### config.mk
export PLATFORM = sky130hd
export DESIGN_NAME = extended_arithmetic_element_top
export DESIGN_NICKNAME = d
export VERILOG_FILES = /design/src/design/eae_pkg.sv /design/src/design/eae_ctrl.sv /design/src/design/eae_dp.sv /design/src/design/extended_arithmetic_element_top.sv
export SDC_FILE = /design/constraint.sdc
export NUM_CORES = 1
export LEC_CHECK = 0
export BUFFER_PORTS_ARGS = -buffer_cell sky130_fd_sc_hd__buf_4
export CAP_MARGIN = 20
export CELL_PAD_IN_SITES_DETAIL_PLACEMENT = 1
export CELL_PAD_IN_SITES_GLOBAL_PLACEMENT = 2
export CORE_MARGIN = 2
export CORE_UTILIZATION = 41
export DETAILED_ROUTE_END_ITERATION = 8
export PLACE_DENSITY = 0.83
export SYNTH_ARGS = -nofsm -noshare
export SYNTH_HDL_FRONTEND = slang
export SYNTH_SLANG_ARGS = --single-unit
### constraint.sdc
create_clock -name clk -period 5.7 [get_ports clk]
set_clock_uncertainty 0.1 [all_clocks]
set_input_delay 0.285 -clock clk [delete_from_list [all_inputs] [get_ports clk]]
set_output_delay 0.285 -clock clk [all_outputs]
set_load 0.05 [all_outputs]
### src/design/eae_pkg.sv
`default_nettype none
// ----------------------------------------------------------------------------
// eae_pkg
// Shared types, offsets and command encodings for the arithmetic element.
// ----------------------------------------------------------------------------
package eae_pkg;

  localparam logic [5:0] OffDiv   = 6'o00;
  localparam logic [5:0] OffAc    = 6'o02;
  localparam logic [5:0] OffAcHi  = 6'o03;
  localparam logic [5:0] OffMq    = 6'o04;
  localparam logic [5:0] OffMqHi  = 6'o05;
  localparam logic [5:0] OffMul   = 6'o06;
  localparam logic [5:0] OffScSr  = 6'o10;
  localparam logic [5:0] OffSr    = 6'o11;
  localparam logic [5:0] OffNorm  = 6'o12;
  localparam logic [5:0] OffLsh   = 6'o14;
  localparam logic [5:0] OffAsh   = 6'o16;

  typedef struct packed {
    logic        op;
    logic [5:0]  offset;
    logic        byte_write;
    logic [15:0] write_data;
  } in_word_t;

  typedef struct packed {
    logic [15:0] read_data;
    logic        nxm;
  } out_word_t;

  typedef enum logic [2:0] {
    OpNone  = 3'd0,
    OpDiv   = 3'd1,
    OpMul   = 3'd2,
    OpNorm  = 3'd3,
    OpShift = 3'd4
  } long_op_t;

  typedef struct packed {
    logic load;
    logic step;
    logic finish;
  } dp_cmd_t;

  typedef struct packed {
    logic is_long;
    logic done;
  } dp_status_t;

endpackage
`default_nettype wire

### src/design/eae_ctrl.sv
`default_nettype none
// ----------------------------------------------------------------------------
// eae_ctrl
// Controller that sequences one word through the datapath.
// ----------------------------------------------------------------------------
module eae_ctrl (
  input  wire logic                clk,
  input  wire logic                rst,
  input  wire logic                start,
  output logic                     busy,
  input  wire eae_pkg::dp_status_t status,
  output eae_pkg::dp_cmd_t         cmd
);

  typedef enum logic [2:0] {
    StIdle = 3'b001,
    StRun  = 3'b010,
    StDone = 3'b100
  } state_t;

  state_t state, state_next;

  always_ff @(posedge clk) begin
    if (rst) begin
      state <= StIdle;
    end else begin
      state <= state_next;
    end
  end

  always_comb begin
    state_next = state;
    cmd        = '0;
    case (state)
      StIdle: begin
        if (start) begin
          cmd.load   = 1'b1;
          state_next = StRun;
        end
      end
      StRun: begin
        if (!status.is_long || status.done) begin
          state_next = StDone;
        end else begin
          cmd.step = 1'b1;
        end
      end
      StDone: begin
        cmd.finish = 1'b1;
        state_next = StIdle;
      end
      default: state_next = StIdle;
    endcase
  end

  assign busy = (state != StIdle);

endmodule
`default_nettype wire

### src/design/eae_dp.sv
`default_nettype none
// ----------------------------------------------------------------------------
// eae_dp
// Registers and iterative shift-add/subtract datapath.
// ----------------------------------------------------------------------------
module eae_dp (
  input  wire logic              clk,
  input  wire logic              rst,
  input  wire eae_pkg::in_word_t in_word,
  input  wire eae_pkg::dp_cmd_t  cmd,
  output eae_pkg::dp_status_t    status,
  output eae_pkg::out_word_t     out_word,
  output logic                   out_valid
);

  logic [15:0] ac, mq;
  logic [5:0]  sc;
  logic [7:0]  sr;
  eae_pkg::in_word_t req;
  eae_pkg::long_op_t lop;
  logic [5:0]  cnt;
  logic [31:0] x;
  logic [31:0] mag;
  logic [16:0] dvs;
  logic [15:0] rem;
  logic        dneg, qneg, zdiv, carry;
  logic [31:0] pacc;
  logic [15:0] mcand;

  logic [5:0]  n;
  logic        rshift;
  logic [5:0]  rn;
  logic [16:0] trial;
  logic [1:0]  top;
  logic        norm_stop;
  logic [7:0]  flags;
  logic [31:0] q32, quo;
  logic [15:0] rfin;
  logic        qovf;
  eae_pkg::out_word_t out_word_next;

  function automatic logic [7:0] refresh(input logic [7:0] s, input logic [15:0] a,
                                         input logic [15:0] m);
    logic [7:0] r;
    r    = s & 8'o301;
    r[1] = (!m[15] && a == 16'h0000) || (m[15] && a == 16'hFFFF);
    r[2] = (a == 16'h0000) && (m == 16'h0000);
    r[3] = (m == 16'h0000);
    r[4] = (a == 16'h0000);
    r[5] = (a == 16'hFFFF);
    return r;
  endfunction

  assign n      = req.write_data[5:0];
  assign rshift = n[5];
  assign rn     = 6'd0 - n;
  assign trial  = {rem, mag[31]} - dvs;
  assign top    = x[31:30];
  assign norm_stop = (x == 32'hC000_0000) || (top == 2'b01) || (top == 2'b10) ||
                     (cnt == 6'd31);
  assign q32    = mag;
  assign quo    = qneg ? (32'd0 - q32) : q32;
  assign rfin   = dneg ? (16'd0 - rem) : rem;
  assign qovf   = qneg ? (q32 > 32'd32768) : (q32 > 32'd32767);
  assign flags  = refresh(sr, ac, mq);

  always_comb begin
    status.is_long = (lop != eae_pkg::OpNone);
    case (lop)
      eae_pkg::OpDiv:   status.done = zdiv || (cnt == 6'd32);
      eae_pkg::OpMul:   status.done = (cnt == 6'd16);
      eae_pkg::OpNorm:  status.done = norm_stop;
      eae_pkg::OpShift: status.done = rshift ? (cnt == rn) : (cnt == n);
      default:          status.done = 1'b1;
    endcase
  end

  always_comb begin
    out_word_next = '0;
    if (!req.op) begin
      case (req.offset)
        eae_pkg::OffAc:   out_word_next.read_data = ac;
        eae_pkg::OffMq:   out_word_next.read_data = mq;
        eae_pkg::OffNorm: out_word_next.read_data = {10'd0, sc};
        eae_pkg::OffScSr: out_word_next.read_data = {flags, 2'b00, sc};
        eae_pkg::OffSr:   out_word_next.read_data = {flags, 8'd0};
        eae_pkg::OffDiv, eae_pkg::OffMul, eae_pkg::OffLsh, eae_pkg::OffAsh: ;
        default: out_word_next.nxm = 1'b1;
      endcase
    end else begin
      case (req.offset)
        eae_pkg::OffDiv, eae_pkg::OffAc, eae_pkg::OffAcHi, eae_pkg::OffMq,
        eae_pkg::OffMqHi, eae_pkg::OffMul, eae_pkg::OffScSr, eae_pkg::OffSr,
        eae_pkg::OffNorm, eae_pkg::OffLsh, eae_pkg::OffAsh: ;
        default: out_word_next.nxm = 1'b1;
      endcase
    end
  end

  always_ff @(posedge clk) begin
    if (rst) begin
      ac <= '0;
      mq <= '0;
      sc <= '0;
      sr <= '0;
      lop <= eae_pkg::OpNone;
      out_valid <= 1'b0;
    end else begin
      out_valid <= cmd.finish;
      if (cmd.load) begin
        req   <= in_word;
        cnt   <= '0;
        carry <= 1'b0;
        x     <= {ac, mq};
        if (in_word.op) begin
          case (in_word.offset)
            eae_pkg::OffDiv: begin
              lop  <= eae_pkg::OpDiv;
              dneg <= ac[15];
              qneg <= ac[15] ^ in_word.write_data[15];
              zdiv <= (in_word.write_data == 16'd0);
              mag  <= ac[15] ? (32'd0 - {ac, mq}) : {ac, mq};
              dvs  <= in_word.write_data[15] ? (17'd0 - {1'b1, in_word.write_data})
                                              : {1'b0, in_word.write_data};
              rem  <= '0;
            end
            eae_pkg::OffMul: begin
              lop   <= eae_pkg::OpMul;
              pacc  <= '0;
              mcand <= in_word.write_data;
            end
            eae_pkg::OffNorm:  lop <= eae_pkg::OpNorm;
            eae_pkg::OffLsh, eae_pkg::OffAsh: lop <= eae_pkg::OpShift;
            default: lop <= eae_pkg::OpNone;
          endcase
        end else begin
          lop <= eae_pkg::OpNone;
        end
      end
      if (cmd.step) begin
        cnt <= cnt + 6'd1;
        case (lop)
          eae_pkg::OpDiv: begin
            if (!trial[16]) begin
              rem <= trial[15:0];
              mag <= {mag[30:0], 1'b1};
            end else begin
              rem <= {rem[14:0], mag[31]};
              mag <= {mag[30:0], 1'b0};
            end
          end
          eae_pkg::OpMul: begin
            if (cnt == 6'd15) begin
              pacc <= (mcand[15] ? pacc - ({{16{mq[15]}}, mq} << 15)
                                 : pacc) ;
            end else if (mcand[cnt[3:0]]) begin
              pacc <= pacc + ({{16{mq[15]}}, mq} << cnt[3:0]);
            end
          end
          eae_pkg::OpNorm: x <= {x[30:0], 1'b0};
          eae_pkg::OpShift: begin
            if (rshift) begin
              carry <= x[0];
              x     <= {(req.offset == eae_pkg::OffAsh) & x[31], x[31:1]};
            end else begin
              carry <= x[31];
              x     <= {x[30:0], 1'b0};
            end
          end
          default: ;
        endcase
      end
      if (cmd.finish) begin
        out_word <= out_word_next;
        lop      <= eae_pkg::OpNone;
        if (!req.op) begin
          if (req.offset inside {eae_pkg::OffScSr, eae_pkg::OffSr}) begin
            sr <= flags;
          end
        end else begin
          case (req.offset)
            eae_pkg::OffDiv: begin
              sc <= '0;
              if (zdiv) begin
                sr <= (sr & 8'o076) | (dneg ? 8'o100 : 8'o200);
              end else begin
                mq <= quo[15:0];
                ac <= rfin;
                if (qovf) sr <= (sr & 8'o076) | (dneg ? 8'o100 : 8'o200);
                else if (qneg && q32 != 32'd0) sr <= (sr & 8'o076) | 8'o300;
                else sr <= sr & 8'o076;
              end
            end
            eae_pkg::OffAc: ac <= req.byte_write ?
                {{8{req.write_data[7]}}, req.write_data[7:0]} : req.write_data;
            eae_pkg::OffAcHi: ac <= {req.write_data[7:0], ac[7:0]};
            eae_pkg::OffMq: begin
              mq <= req.byte_write ?
                  {{8{req.write_data[7]}}, req.write_data[7:0]} : req.write_data;
              ac <= {16{req.byte_write ? req.write_data[7] : req.write_data[15]}};
            end
            eae_pkg::OffMqHi: begin
              mq <= {req.write_data[7:0], mq[7:0]};
              ac <= {16{req.write_data[7]}};
            end
            eae_pkg::OffMul: begin
              sc <= '0;
              ac <= pacc[31:16];
              mq <= pacc[15:0];
              sr <= (sr & 8'o076) | (pacc[31] ? 8'o300 : 8'o000);
            end
            eae_pkg::OffScSr: begin
              if (!req.byte_write) begin
                sr <= req.write_data[15:8];
                sc <= req.write_data[5:0];
              end
            end
            eae_pkg::OffSr: ;
            eae_pkg::OffNorm: begin
              sc <= cnt;
              ac <= x[31:16];
              mq <= x[15:0];
            end
            eae_pkg::OffLsh, eae_pkg::OffAsh: begin
              ac <= x[31:16];
              mq <= x[15:0];
              sr <= refresh({(ac[15] ^ x[31]), sr[6:1], carry}, x[31:16], x[15:0]);
            end
            default: ;
          endcase
        end
      end
    end
  end

endmodule
`default_nettype wire

### src/design/extended_arithmetic_element_top.sv
`default_nettype none
// ----------------------------------------------------------------------------
// extended_arithmetic_element_top
// Bus-register arithmetic unit: AC, MQ, step count and status.
// ----------------------------------------------------------------------------
// A word is taken when start is high and busy is low; one result word follows
// on result with done high for one cycle, and the receiver cannot stall it.
// Register reads and loads run no datapath steps. Divide runs one restoring step
// per cycle over 32 quotient bits, except a divide by zero, which skips the steps.
// Multiply runs one shift-add step per multiplier bit, normalize and shifts
// one step per bit position moved.
// ----------------------------------------------------------------------------
module extended_arithmetic_element_top (
  input  wire logic               clk,
  input  wire logic               rst,
  input  wire logic               start,
  output logic                    busy,
  input  wire eae_pkg::in_word_t  in_word,
  output logic                    done,
  output eae_pkg::out_word_t      result
);

  eae_pkg::dp_cmd_t    cmd;
  eae_pkg::dp_status_t status;

  eae_ctrl u_ctrl (
    .clk    (clk),
    .rst    (rst),
    .start  (start),
    .busy   (busy),
    .status (status),
    .cmd    (cmd)
  );

  eae_dp u_dp (
    .clk       (clk),
    .rst       (rst),
    .in_word   (in_word),
    .cmd       (cmd),
    .status    (status),
    .out_word  (result),
    .out_valid (done)
  );

endmodule
`default_nettype wire

==> flow_summary.json <==
{
  "status": "complete, no violations",
  "maxCapViolCount": 0,
  "synth-seq-cells": 244,
  "finalSetupTns_ns": 0,
  "syn_area_um2": 18200,
  "dp.cells": 2591,
  "final_common_cell": "nand2_1",
  "busiest_layer": "met2",
  "synth.net_count": 2154,
  "reg2reg_from": "u_dp.cnt[0]$_SDFFCE_PP0P_",
  "place_congestion": 0.963,
  "antenna_left": 0,
  "place_area_um2": 19000,
  "cts_tree": "built",
  "synth.yosys.seq_area_share": 0.377,
  "fp-row-count": 77,
  "clk_latency_ns": 0.62,
  "drt_iter0_drc": 1595,
  "grt_pass1_wl_mm": 107,
  "p_leak_nw": 7.39,
  "route.detailed.drc": 0,
  "worstPathMaxFanout": 28,
  "grtUsageTotal": 0.302,
  "arrival_ns": 5.34,
  "worstSetupEndpointType": "flop",
  "slew_violations": 0,
  "layout-drive-gt1-share": 0.0951,
  "hold-path-cell-count": 2,
  "clk_path_buf_depth": 3,
  "holdWs_ns": 0.125,
  "crit_buf_inv": 1,
  "cts_htree_levels": 1,
  "clkTransAtPathRegs_ns": 0.07,
  "syn_to_final_growth_pct": 13.0,
  "syn_inst": 2054,
  "setup_viol": 0,
  "fin_total_pwr_mw": 5.09,
  "rsz0062_at_grt": "false",
  "yosys_warnings": 0,
  "cts.sinks": 244,
  "r2r_cells": 14,
  "via_per_inst": 6.39,
  "finalCritPeriodShare": 0.901,
  "place_ws_ns": 0.866,
  "core_um2": 43900,
  "hp-class": "input pin to flop",
  "synthArstFlopShare": 0,
  "root_buffer": "clkbuf_16",
  "critPathKind": "flop to flop",
  "finalNonFillerCells": 2674,
  "power_density_nw_per_um2": 248,
  "design_area_um2": 20500,
  "dp_hpwl_mm": 51.8,
  "ir_drop_mv": 0.234,
  "synth_area_per_cell_um2": 8.84,
  "crit_start": "u_dp.cnt[0]$_SDFFCE_PP0P_",
  "start_util": 0.413,
  "cts-buffers-inserted": 30,
  "grt_antenna_before_repair": 1,
  "hold_viol": 0,
  "cp.required_ns": 5.91,
  "cpPeakStageDelay_ns": 1.08,
  "grt_remaining_overflow": 0,
  "synth_cell_type_count": 92,
  "vias": 17100,
  "use_met2": 0.474,
  "fin_crit_ns": 5.14,
  "hp-start": "rst",
  "setup_ws_ns": 0.564,
  "synth_ff_type": "edfxtp_1",
  "synth-edff-count": 196,
  "r2r-end": "u_dp.pacc[30]$_DFFE_PP_",
  "fmax_ghz": 0.195,
  "tightest_slew_ns": 1.10,
  "fp.dieW_um": 214,
  "die_h_um": 214,
  "wl_mm": 70.8,
  "path_cells": "inv_1 -> nand3_1 -> nor2_1 -> a21oi_1 -> nor2_1 -> ha_1 -> a211oi_1 -> o21ai_0 -> a31oi_1 -> a211oi_1 -> o41ai_1 -> o21ai_0 -> xor2_1 -> o221ai_1",
  "slowest_stage": "edfxtp_1",
  "met3_usage": 0.0475,
  "max_slew_margin": 0.267,
  "final_util": 0.467,
  "nNetsFinal": 2158,
  "r2r_slack_ns": 0.56,
  "antennaDiodeCount": 0,
  "post_drt_wl_per_cell_um": 26.5,
  "min_to": "u_dp.ac[12]$_SDFFE_PP0P_",
  "layout_common_cells": "nand2_1 (254), edfxtp_1 (196), a21oi_1 (173)",
  "startpoint_type": "flop",
  "cts_setup_buffers": 0,
  "portBuffers": 45,
  "dieArea_um2": 46000,
  "grt_max_degree": 64,
  "grt_pass1_vias": 17000,
  "ios": 46,
  "use_met1": 0.417,
  "drtPass1Iterations": 6,
  "cp_top_family": "compound AO/OA/AOI/OAI gates"
}
-- registers in the layout, summed over array words and instances (netlist names), 17 cells and up --
name and count:
u_dp.mag 32, u_dp.pacc 32, u_dp.x 32, u_dp.req 18
u_dp.dvs 17, u_dp.out_word 17
-- per-layer routing --
| metal | up-vias | share of wire |
|---|---|---|
| li1 | 7707 | - |
| met1 | 8619 | 0.45 |
| met2 | 616 | 0.45 |
| met3 | 136 | 0.065 |
| met4 | 2 | 0.038 |
| met5 | - | 0.00014 |
-- layout make-up --
| class | instances | area (um2) |
|---|---|---|
| clock buffer | 32 | 768 |
| clock inverter | 24 | 460 |
| timing repair buffer | 110 | 920 |
| sequential | 244 | 6850 |
| multi-input combinational | 1598 | 10500 |
| inverter | 74 | 279 |
| fill | 5089 | 23400 |
| tap | 592 | 741 |
-- worst max path at each step --
stage,to,cells after the start,slack (ns)
after floorplan,u_dp.pacc[24]$_DFFE_PP_,18,1.53
after global placement,u_dp.pacc[30]$_DFFE_PP_,13,1.04
final,u_dp.pacc[30]$_DFFE_PP_,14,0.56
after global routing,u_dp.pacc[30]$_DFFE_PP_,14,0.27
after CTS,u_dp.pacc[30]$_DFFE_PP_,14,0.79
after detailed placement,u_dp.pacc[30]$_DFFE_PP_,14,0.87
-- synthesized netlist by cell type, types with 23 or more instances --
| library cell | number | area [um2] |
|---|---|---|
| dfxtp_1 | 48 | 961 |
| nor3_1 | 33 | 165 |
| nand2_1 | 254 | 953 |
| o31ai_1 | 23 | 173 |
| buf_2 | 25 | 125 |
| o22ai_1 | 23 | 144 |
| mux2i_1 | 69 | 691 |
| a21o_1 | 24 | 180 |
| o221ai_1 | 23 | 201 |
| ha_1 | 70 | 876 |
| nand3_1 | 50 | 250 |
| nor2_1 | 151 | 567 |
| xnor2_1 | 95 | 832 |
| edfxtp_1 | 196 | 5890 |
| a22oi_1 | 52 | 390 |
| o21ai_1 | 29 | 145 |
| inv_1 | 74 | 278 |
| o21ai_0 | 132 | 661 |
| clkbuf_1 | 101 | 379 |
| xor2_1 | 35 | 307 |
| a21oi_1 | 173 | 866 |
-- repair_timing --
item,CTS,global route
hold endpoints to repair,59,0
hold buffers,25,0
resized for setup,0,0
-- where the power goes --
group          internal [mW]  switching, mW  total (mW)
Combinational          0.234          0.344       0.578
Clock                   1.52          0.869        2.39
Sequential              2.00          0.119        2.12
Total                   3.76           1.33        5.09
-- cell families (layout without fill, tap and decap cells) --
kind of cell             after synthesis  in the layout  share of synthesized area
other                                  1              1                   0.000207
flip-flops                           244            244                      0.377
multiplexers                          81             81                     0.0498
XOR/XNOR                             131            131                     0.0639
buffers and inverters                212            240                     0.0464
AO/OA/AOI/OAI                        662            662                      0.244
AND/OR/NAND/NOR                      650            650                      0.167
adder cells (fa/ha/maj)               73             73                     0.0515
(Power assumes the default switching activity.)
